$ cat config.mk
export PLATFORM = sky130hd
export DESIGN_NAME = lbpa_ctrl
export DESIGN_NICKNAME = d
export VERILOG_FILES = /design/src/sv/lbpa_pkg.sv /design/src/sv/lbpa_ctrl.sv
export SDC_FILE = /design/constraint.sdc
export NUM_CORES = 1
export LEC_CHECK = 0
export BUFFER_PORTS_ARGS = -buffer_cell sky130_fd_sc_hd__clkbuf_2
export CAP_MARGIN = 20
export CORE_AREA = 2 2 39 41
export CTS_BUF_LIST = sky130_fd_sc_hd__clkbuf_8
export CTS_CLUSTER_DIAMETER = 80
export DETAILED_ROUTE_END_ITERATION = 8
export DIE_AREA = 0 0 41 43
export GPL_TIMING_DRIVEN = 0
export PLACE_DENSITY = 0.79
export SLEW_MARGIN = 20
export SYNTH_ARGS = -nofsm -noshare
export SYNTH_HDL_FRONTEND = slang
export SYNTH_SLANG_ARGS = --single-unit
$ cat constraint.sdc
create_clock -name clk_i -period 4.64 [get_ports clk_i]
set_input_delay 0.464 -clock clk_i [delete_from_list [all_inputs] [get_ports clk_i]]
set_output_delay 0.464 -clock clk_i [all_outputs]
set_load 0.02 [all_outputs]
$ cat src/sv/lbpa_pkg.sv
// Shared types and constants for the LIFO buffer pool allocator.
// No dependencies; every other file of the block imports this package.
`default_nettype none

package lbpa_pkg;

  localparam int unsigned LBPA_MAX_ITEMS  = 4096;
  localparam int unsigned LBPA_ITEM_BYTES = 256;

  localparam int unsigned ADDR_W     = 32;
  localparam int unsigned REQ_W      = 16;
  localparam int unsigned COUNT_W    = 13;
  localparam int unsigned CFG_IDX_W  = 1;
  localparam int unsigned CFG_DATA_W = 32;

  // Configuration register indexes
  localparam logic [CFG_IDX_W-1:0] CFG_REQUESTED_ITEMS = 1'b0;
  localparam logic [CFG_IDX_W-1:0] CFG_REGION_BASE     = 1'b1;

  typedef enum logic [1:0] {
    CMD_ACQUIRE = 2'd0,
    CMD_RELEASE = 2'd1,
    CMD_FILL    = 2'd2,
    CMD_CLEAR   = 2'd3
  } cmd_e;

  typedef enum logic [2:0] {
    ST_OK           = 3'd0,
    ST_EMPTY        = 3'd1,
    ST_BAD_RELEASE  = 3'd2,
    ST_CLEAR_BUSY   = 3'd3,
    ST_FILL_REFUSED = 3'd4
  } status_e;

  typedef struct packed {
    cmd_e              command;
    logic [ADDR_W-1:0] returned_address;
  } lbpa_in_t;

  typedef struct packed {
    logic [ADDR_W-1:0]  buffer_address;
    status_e            status;
    logic [COUNT_W-1:0] free_count;
  } lbpa_out_t;

  // Controller to datapath
  typedef struct packed {
    logic    latch;       // capture the input item
    logic    pop;         // read top of stack, decrement depth
    logic    scale;       // register index times item size
    logic    take_addr;   // result address = base + scaled index
    logic    push;        // write released index to stack, increment depth
    logic    fill_init;   // set pool size, depth and span
    logic    fill_step;   // write one stack entry
    logic    clear;       // drop the pool
    logic    set_status;  // record result status
    status_e status;
    logic    out_load;    // move result to output register
  } lbpa_ctrl_t;

  // Datapath to controller
  typedef struct packed {
    cmd_e command;
    logic depth_zero;
    logic pool_zero;
    logic depth_full;
    logic rel_ok;
    logic fill_done;
  } lbpa_stat_t;

endpackage

`default_nettype wire

$ cat src/sv/lbpa_ctrl.sv
// Sequencing state machine of the buffer pool allocator.
// Depends on lbpa_pkg; drives lbpa_dp through lbpa_ctrl_t, reads lbpa_stat_t.
`default_nettype none

module lbpa_ctrl
  import lbpa_pkg::*;
(
  input  wire logic       clk_i,
  input  wire logic       rst_ni,
  input  wire logic       in_valid_i,
  output logic            in_stall_o,
  output logic            out_valid_o,
  input  wire logic       out_stall_i,
  input  wire lbpa_stat_t stat_i,
  output lbpa_ctrl_t      ctrl_o
);

  typedef enum logic [5:0] {
    S_IDLE    = 6'b00_0001,
    S_DECODE  = 6'b00_0010,
    S_ACQ_RD  = 6'b00_0100,
    S_ACQ_ADD = 6'b00_1000,
    S_FILL    = 6'b01_0000,
    S_DONE    = 6'b10_0000
  } state_e;

  state_e     state_q, state_d;
  logic       out_valid_q, out_valid_d;
  logic       out_free;
  lbpa_ctrl_t ctrl;

  assign out_free = !out_valid_q || !out_stall_i;

  always_comb begin
    state_d     = state_q;
    ctrl        = '0;
    ctrl.status = ST_OK;
    case (state_q)
      S_IDLE: begin
        if (in_valid_i) begin
          ctrl.latch = 1'b1;
          state_d    = S_DECODE;
        end
      end
      S_DECODE: begin
        state_d = S_DONE;
        case (stat_i.command)
          CMD_ACQUIRE: begin
            if (stat_i.depth_zero) begin
              ctrl.set_status = 1'b1;
              ctrl.status     = ST_EMPTY;
            end else begin
              ctrl.pop = 1'b1;
              state_d  = S_ACQ_RD;
            end
          end
          CMD_RELEASE: begin
            ctrl.set_status = 1'b1;
            // push only an aligned address inside the pool with room on the stack
            if (stat_i.rel_ok) begin
              ctrl.push = 1'b1;
            end else begin
              ctrl.status = ST_BAD_RELEASE;
            end
          end
          CMD_FILL: begin
            if (!stat_i.pool_zero) begin
              ctrl.set_status = 1'b1;
              ctrl.status     = ST_FILL_REFUSED;
            end else begin
              ctrl.fill_init = 1'b1;
              state_d        = S_FILL;
            end
          end
          CMD_CLEAR: begin
            ctrl.set_status = 1'b1;
            if (stat_i.pool_zero) begin
              ctrl.status = ST_OK;
            end else if (stat_i.depth_full) begin
              ctrl.clear  = 1'b1;
              ctrl.status = ST_OK;
            end else begin
              ctrl.status = ST_CLEAR_BUSY;
            end
          end
          default: begin
            ctrl.set_status = 1'b1;
          end
        endcase
      end
      S_ACQ_RD: begin
        ctrl.scale = 1'b1;
        state_d    = S_ACQ_ADD;
      end
      S_ACQ_ADD: begin
        ctrl.take_addr  = 1'b1;
        ctrl.set_status = 1'b1;
        state_d         = S_DONE;
      end
      S_FILL: begin
        if (stat_i.fill_done) begin
          ctrl.set_status = 1'b1;
          state_d         = S_DONE;
        end else begin
          ctrl.fill_step = 1'b1;
        end
      end
      S_DONE: begin
        if (out_free) begin
          ctrl.out_load = 1'b1;
          state_d       = S_IDLE;
        end
      end
      default: begin
        state_d = S_IDLE;
      end
    endcase
  end

  always_comb begin
    out_valid_d = out_valid_q;
    if (ctrl.out_load) begin
      out_valid_d = 1'b1;
    end else if (!out_stall_i) begin
      out_valid_d = 1'b0;
    end
  end

  always_ff @(posedge clk_i or negedge rst_ni) begin
    if (!rst_ni) begin
      state_q     <= S_IDLE;
      out_valid_q <= 1'b0;
    end else begin
      state_q     <= state_d;
      out_valid_q <= out_valid_d;
    end
  end

  assign in_stall_o  = (state_q != S_IDLE);
  assign out_valid_o = out_valid_q;
  assign ctrl_o      = ctrl;

endmodule

`default_nettype wire

==> results of run 1 <==
[power groups by stage]
stage | combinational [mW] | clock, mW | sequential [mW]
floorplan | 0.0893 | 0 | 0.0897
global placement | 0.122 | 0 | 0.0896
detailed placement | 0.123 | 0 | 0.0905
CTS | 0.124 | 0.0856 | 0.0897
global route | 0.135 | 0.0905 | 0.0927
finish | 0.123 | 0.0846 | 0.0898
[area by class of cell]
class                           count  area, um^2  area share
Clock buffer                        3        41.3      0.0589
Tap cell                           16        20.0      0.0286
Buffer                              4        18.8      0.0268
Clock inverter                      1        3.75     0.00536
Sequential cell                     7         176       0.252
Timing Repair Buffer               24         120       0.171
Inverter                            3        11.3      0.0161
Multi-Input combinational cell     51         309       0.441
[worst register-to-register path, stage by stage (launching register included)]
cell and delay (ns):
dfrtp_1 0.41, or4_4 0.54, or3b_4 0.43, o211ai_2 0.08
o21bai_1 0.13
[state kept, by name (all words and copies together) (netlist names)]
name,count
out_valid_o,1
state_q,6
[how the worst min path moves through the flow]
stage           start     endpoint  slack [ns]  depth (start not counted)
2_1_floorplan  rst_ni  out_valid_o        0.17                          0
3_3_place_gp   rst_ni   state_q[1]        0.31                          1
3_5_place_dp   rst_ni   state_q[3]        0.31                          1
4_1_cts        rst_ni   state_q[1]        0.08                          1
5_1_grt        rst_ni   state_q[1]        0.07                          1
6_report       rst_ni   state_q[1]        0.07                          1
[per-stage QoR]
step                      setup WS [ns]  area [um^2]  instances
after floorplan                    2.58          515         65
after global placement             2.49          656        105
after detailed placement           2.47          656        105
after CTS                          2.22          701        109
after global routing               2.06          701        109
final                              2.22          701        109
[routing by layer]
metal	global-route usage	up-vias	part of all wire
met1	0.207	244	0.41
met5	0	-	0
met4	0.0800	0	0.017
met2	0.272	16	0.53
li1	-	282	-
met3	0.0471	2	0.043
[cell usage in the layout, fill, tap and decap left out, types with 2 or more instances in the layout]
master    count
a21oi_1       2
and3_1        2
clkbuf_1      3
clkbuf_2     24
clkbuf_8      3
dfrtp_1       6
inv_1         4
nand2_1       6
nand2b_1      2
nand3_1       2
nor2_1        7
nor2b_1       2
nor3_1        6
nor3b_1       3
o21ai_0       3
o31ai_1       2
[cell families after synthesis]
group           synth area share
simple gates               0.434
buf+inv                   0.0583
compound gates             0.148
flops                      0.342
xor+xnor                  0.0170
==> metrics, run 1 <==
initial antenna violation count 0; Routability Congestion 0.797; clock network power share 0.284; Routed WL 1220 um; CTS Sinks 7; Critical Path End Type output pin; Initial DRC Count 8; Clock transition at path regs 0.04 ns; share of cells above drive strength 1 0.366; Synth Warn # 0; worst slew pin tran 0.571 ns; Fin Hold WS 0.0685 ns; DP HPWL 926 um; r2r endpoint state_q[5]; Post-CTS Hold Fix Bufs 0; Slew HR 0.616; Worst Path Buf+Inv 3; # IOs 26; largest net degree at the start of global routing 9; n_diodes 0; pwr/cell area 424 mW/mm^2; max-capacitance violation count 0; P&R area growth vs syn 35.9%; Clock Latency Late Sink 0.23 ns; Crit path depth 6; top-area cell type share of the netlist area 0.291; flop2flop setup slack 2.97 ns; end of the critical path ctrl_o[0]; mean post-synth cell area 7.93 um^2; Synth async-reset ratio 1.00; H-tree depth 1; sw frac 0.376; worst endpoint required time 4.18 ns; final net count 105; Num CTS Buffers 3; GRT overflow 0; fin crit period 2.42 ns; number of global-route vias before repair 509; fin crit share 0.522; largest cells by area after synthesis dfrtp_1 (29%), nor3_1 (5.8%), dfstp_2 (5.1%); Max Freq 0.413 GHz; total die area 0.00176 mm^2; Pre-antenna DRT Iters 4; cell count after synthesis 65; IO Port Bufs 24; switching power 0.112 mW; FILL cells 143; Post-Syn Area 515 um^2; Hold Crit Class primary input to asynchronous set/reset pin; Final ANT Viol Nets 0; R2R Path Start state_q[1]; via/cell ratio 4.99; synthesized net count 76; Comb power frac 0.414; outcome complete, no violations; CP delay by family, top simple AND/OR/NAND/NOR gates; GRT Total Usage 0.173; Pwr Total 0.297 mW; die height 43 um; post-CTS sizing 0; Critical Path AT 1.96 ns; worst reg-to-reg path cell count 4; Max Root-Sink Buffers 2; Startpoint Class flip-flop; synth cell count leaders nor2_1 (7), dfrtp_1 (6), nand2_1 (6), nor3_1 (6); die width 41 um; Setup crit start state_q[2]; global-route wire length before repair 2080 um; routed vias 544; setup TNS 0 ns; Post-synth EDFFs 0; CORE AREA 0.00138 mm^2; post-synth top area cell dfrtp_1; Post-synth top flop dfrtp_1; sequential share of power 0.302; # rows 14; Synth cell types 30; post-synthesis sequential area ratio 0.342; setup violators final 0; P_leak 0.363 nW; Root Buffer clkbuf_8; delay of the slowest critical-path stage 0.53 ns; Final Max Slew Viols 0; count leader, synth nor2_1; Pint 0.186 mW; CP max FO 8; end-of-flow core utilization 0.506; Initial Utilization 0.373; DRC Markers 0; Final Hold Fails 0; CTS tree built; slowest cell on the critical path nor4_1; #FFs+latches synth 7; critical-path cell list clkbuf_1 -> nor4_1 -> nand3b_1 -> a21oi_1 -> buf_4 -> clkbuf_2; maximum vdd drop 0.185 mV; critical path class flip-flop to output pin; DR WL/cell 11.2 um; Clock Skews 0.00134 ns; RSZ-0062 raised after global routing false; setup repair bufs after CTS 0
Note: power is estimated with default switching activity, not from simulation.
==> run 2, diff against run 1 <==
--- a/config.mk
+++ b/config.mk
@@ -13,7 +13,7 @@
 export DETAILED_ROUTE_END_ITERATION = 8
 export DIE_AREA = 0 0 41 43
 export GPL_TIMING_DRIVEN = 0
-export PLACE_DENSITY = 0.79
+export PLACE_DENSITY = 0.81
 export SLEW_MARGIN = 20
 export SYNTH_ARGS = -nofsm -noshare
 export SYNTH_HDL_FRONTEND = slang
==> constraint.sdc (replaced) <==
create_clock -name clk_i -period 2.12 [get_ports clk_i]
set_input_delay 0.212 -clock clk_i [delete_from_list [all_inputs] [get_ports clk_i]]
set_output_delay 0.212 -clock clk_i [all_outputs]
set_load 0.02 [all_outputs]
==> run 2 against run 1 <==
Effect of this change: combinational power rose to 2.5 times the previous value; core utilization is 3.4 points higher; register-to-register slack got worse by 2.6 ns; sequential share of layout area is 1.4 points lower; clock skew up 0.0028 ns; routed wire length grew 9.6%; cell area is 6.8% higher; flip-flop and latch count stayed put; critical endpoint is now ctrl_o[4].
==> metrics, run 2 (same netlist as run 1, synthesis figures left out) <==
outcome complete, no violations; Initial Utilization 0.373 (unchanged); CTS Sinks 7 (unchanged); Root Buffer clkbuf_8; M1 wire length 537 um (+7.2%); fin crit share 0.981; register area 178 um^2 (+0.71%); sw frac 0.376 (-0.000454); pwr/cell area 943 mW/mm^2 (+120%); switching power 0.265 mW (+140%); metal2 WL 698 um (+8.0%); total placed cells including tap cells 105 (unchanged); max-capacitance violation count 0 (unchanged); largest net degree at the start of global routing 9 (unchanged); number of global-route vias before repair 547 (+7.5%); P_leak 0.379 nW (+4.4%); CORE AREA 0.00138 mm^2 (unchanged); Max Freq 0.481 GHz; DR WL/cell 12.2 um (+8.6%); Final Max Slew Viols 0 (unchanged); Pwr Total 0.705 mW (+140%); sequential share of power 0.298 (-0.004); Slew HR 0.692 (+0.0759); met3 WL post-DR 76 um (+43%); share of cells above drive strength 1 0.404 (+0.0387); area occupied by multi-input gates 335 um^2 (+8.5%); Fin Hold WS 0.242 ns (+0.174 ns); total die area 0.00176 mm^2 (unchanged); setup violators final 0 (unchanged); Hold Startpoint in_valid_i; DP HPWL 931 um (+0.62%); Final Hold Fails 0 (unchanged); P&R area growth vs syn 45.1%; H-tree depth 1 (unchanged); Max Root-Sink Buffers 2 (unchanged); Clock Latency Late Sink 0.23 ns (about the same); CP delay by family, top simple AND/OR/NAND/NOR gates; CTS tree built; Critical Path End Type output pin; Routed WL 1340 um (+9.6%); Routability Congestion 0.815 (+2.3%); via/cell ratio 5.43 (+8.7%); GRT overflow 0 (unchanged); final net count 106 (+0.95%); most common cell after layout, fill and taps aside clkbuf_2; Pre-antenna DRT Iters 4 (unchanged); top layer in use met4; Pint 0.440 mW (+140%); Final ANT Viol Nets 0 (unchanged); flop2flop setup slack 0.42 ns (-2.55 ns); Setup crit start state_q[1]; initial antenna violation count 0 (unchanged); CP max FO 5 (-3); Critical Path AT 1.87 ns (-0.09 ns); n_diodes 0 (unchanged); die width 41 um (unchanged); global-route wire length before repair 2190 um (+5.3%); # IOs 26 (unchanged); max reg flops 6 (unchanged); routed vias 597 (+9.7%); Comb power frac 0.437 (+0.023); slowest cell on the critical path or4_4; critical path class flip-flop to output pin; Num CTS Buffers 3 (unchanged); fin crit period 2.08 ns; die height 43 um (unchanged); Hold Crit Class primary input to flip-flop; Worst Path Buf+Inv 1 (-2); maximum vdd drop 0.422 mV (+130%); # rows 14 (unchanged); Final Non-Filler Cells 110 (+0.92%); Initial DRC Count 11 (+3); R2R Path Start state_q[1]; setup TNS 0 ns (unchanged); delay of the slowest critical-path stage 0.53 ns (about the same); Largest Register state_q; IO Port Bufs 24 (unchanged); Clock Skews 0.00415 ns (+0.00280 ns); worst slew pin tran 0.463 ns (-0.109 ns); Clock transition at path regs 0.04 ns (about the same); FILL cells 138 (-3.5%); critical-path cell list or4_4 -> or3b_4 -> o211ai_2 -> buf_6; clock network power share 0.265 (-0.019); most frequent cells in the layout clkbuf_2 (23), nor2_1 (7), nor3_1 (6), nand2_1 (5), dfrtp_1 (5); Startpoint Class flip-flop; GRT Total Usage 0.180 (+0.00726); worst endpoint required time 1.91 ns (-2.27 ns); DRC Markers 0 (unchanged)
==> run 2: per-stage QoR <==
step | cell area (um^2) | util | worst slack [ns]
2_1_floorplan | 515 | - | 0.272
3_3_place_gp | 656 | 0.474 | 0.219
3_5_place_dp | 656 | 0.474 | 0.152
4_1_cts | 726 | 0.524 | 0.0328
5_1_grt | 748 | 0.541 | -0.00427
6_report | 748 | 0.541 | 0.0409
==> run 2: final timing paths <==
path | end | cells past startpoint
hold reg to reg | out_valid_o | 2
min in group asynchronous | state_q[5] | 2
setup / recovery | ctrl_o[4] | 4
max in group asynchronous | state_q[0] | 2
hold / removal | state_q[1] | 2
setup reg to reg | state_q[5] | 4
==> run 2: timing repair <==
item / in CTS / in global routing
hold buffers: 1 / 0
endpoints found under the hold margin: 6 / 0
setup endpoints to repair: 2 / 7
pin swaps: 0 / 0
gates cloned: 0 / 0
setup buffers: 0 / 1
gates resized for setup: 2 / 6
==> run 2: cell type report <==
type,count,area share
plain buffers,3,0.0201
clock buffers,3,0.0552
clock inverters,1,0.00502
inverters,3,0.0151
multi-input cells,51,0.448
flip-flops and latches,7,0.237
well taps,16,0.0268
repair buffers,26,0.192
==> run 2: layer usage <==
metal,vias to the layer above,global-route usage
met3,7,0.0628
met1,271,0.218
met2,28,0.275
li1,291,-
met4,0,0.0800
met5,-,0
==> run 2: worst reg2reg max path, stage by stage, from the launching register on <==
cell	delay, ns
dfrtp_2	0.43
or4_4	0.53
or3b_4	0.42
o211ai_2	0.10
o21bai_1	0.14
==> run 2: power by group through the flow <==
| stage | clock, mW | combinational, mW | sequential (mW) |
|---|---|---|---|
| after global routing | 0.199 | 0.340 | 0.215 |
| after global placement | 0 | 0.266 | 0.196 |
| after floorplan | 0 | 0.195 | 0.196 |
| final | 0.187 | 0.308 | 0.210 |
| after detailed placement | 0 | 0.269 | 0.198 |
| after CTS | 0.187 | 0.282 | 0.201 |
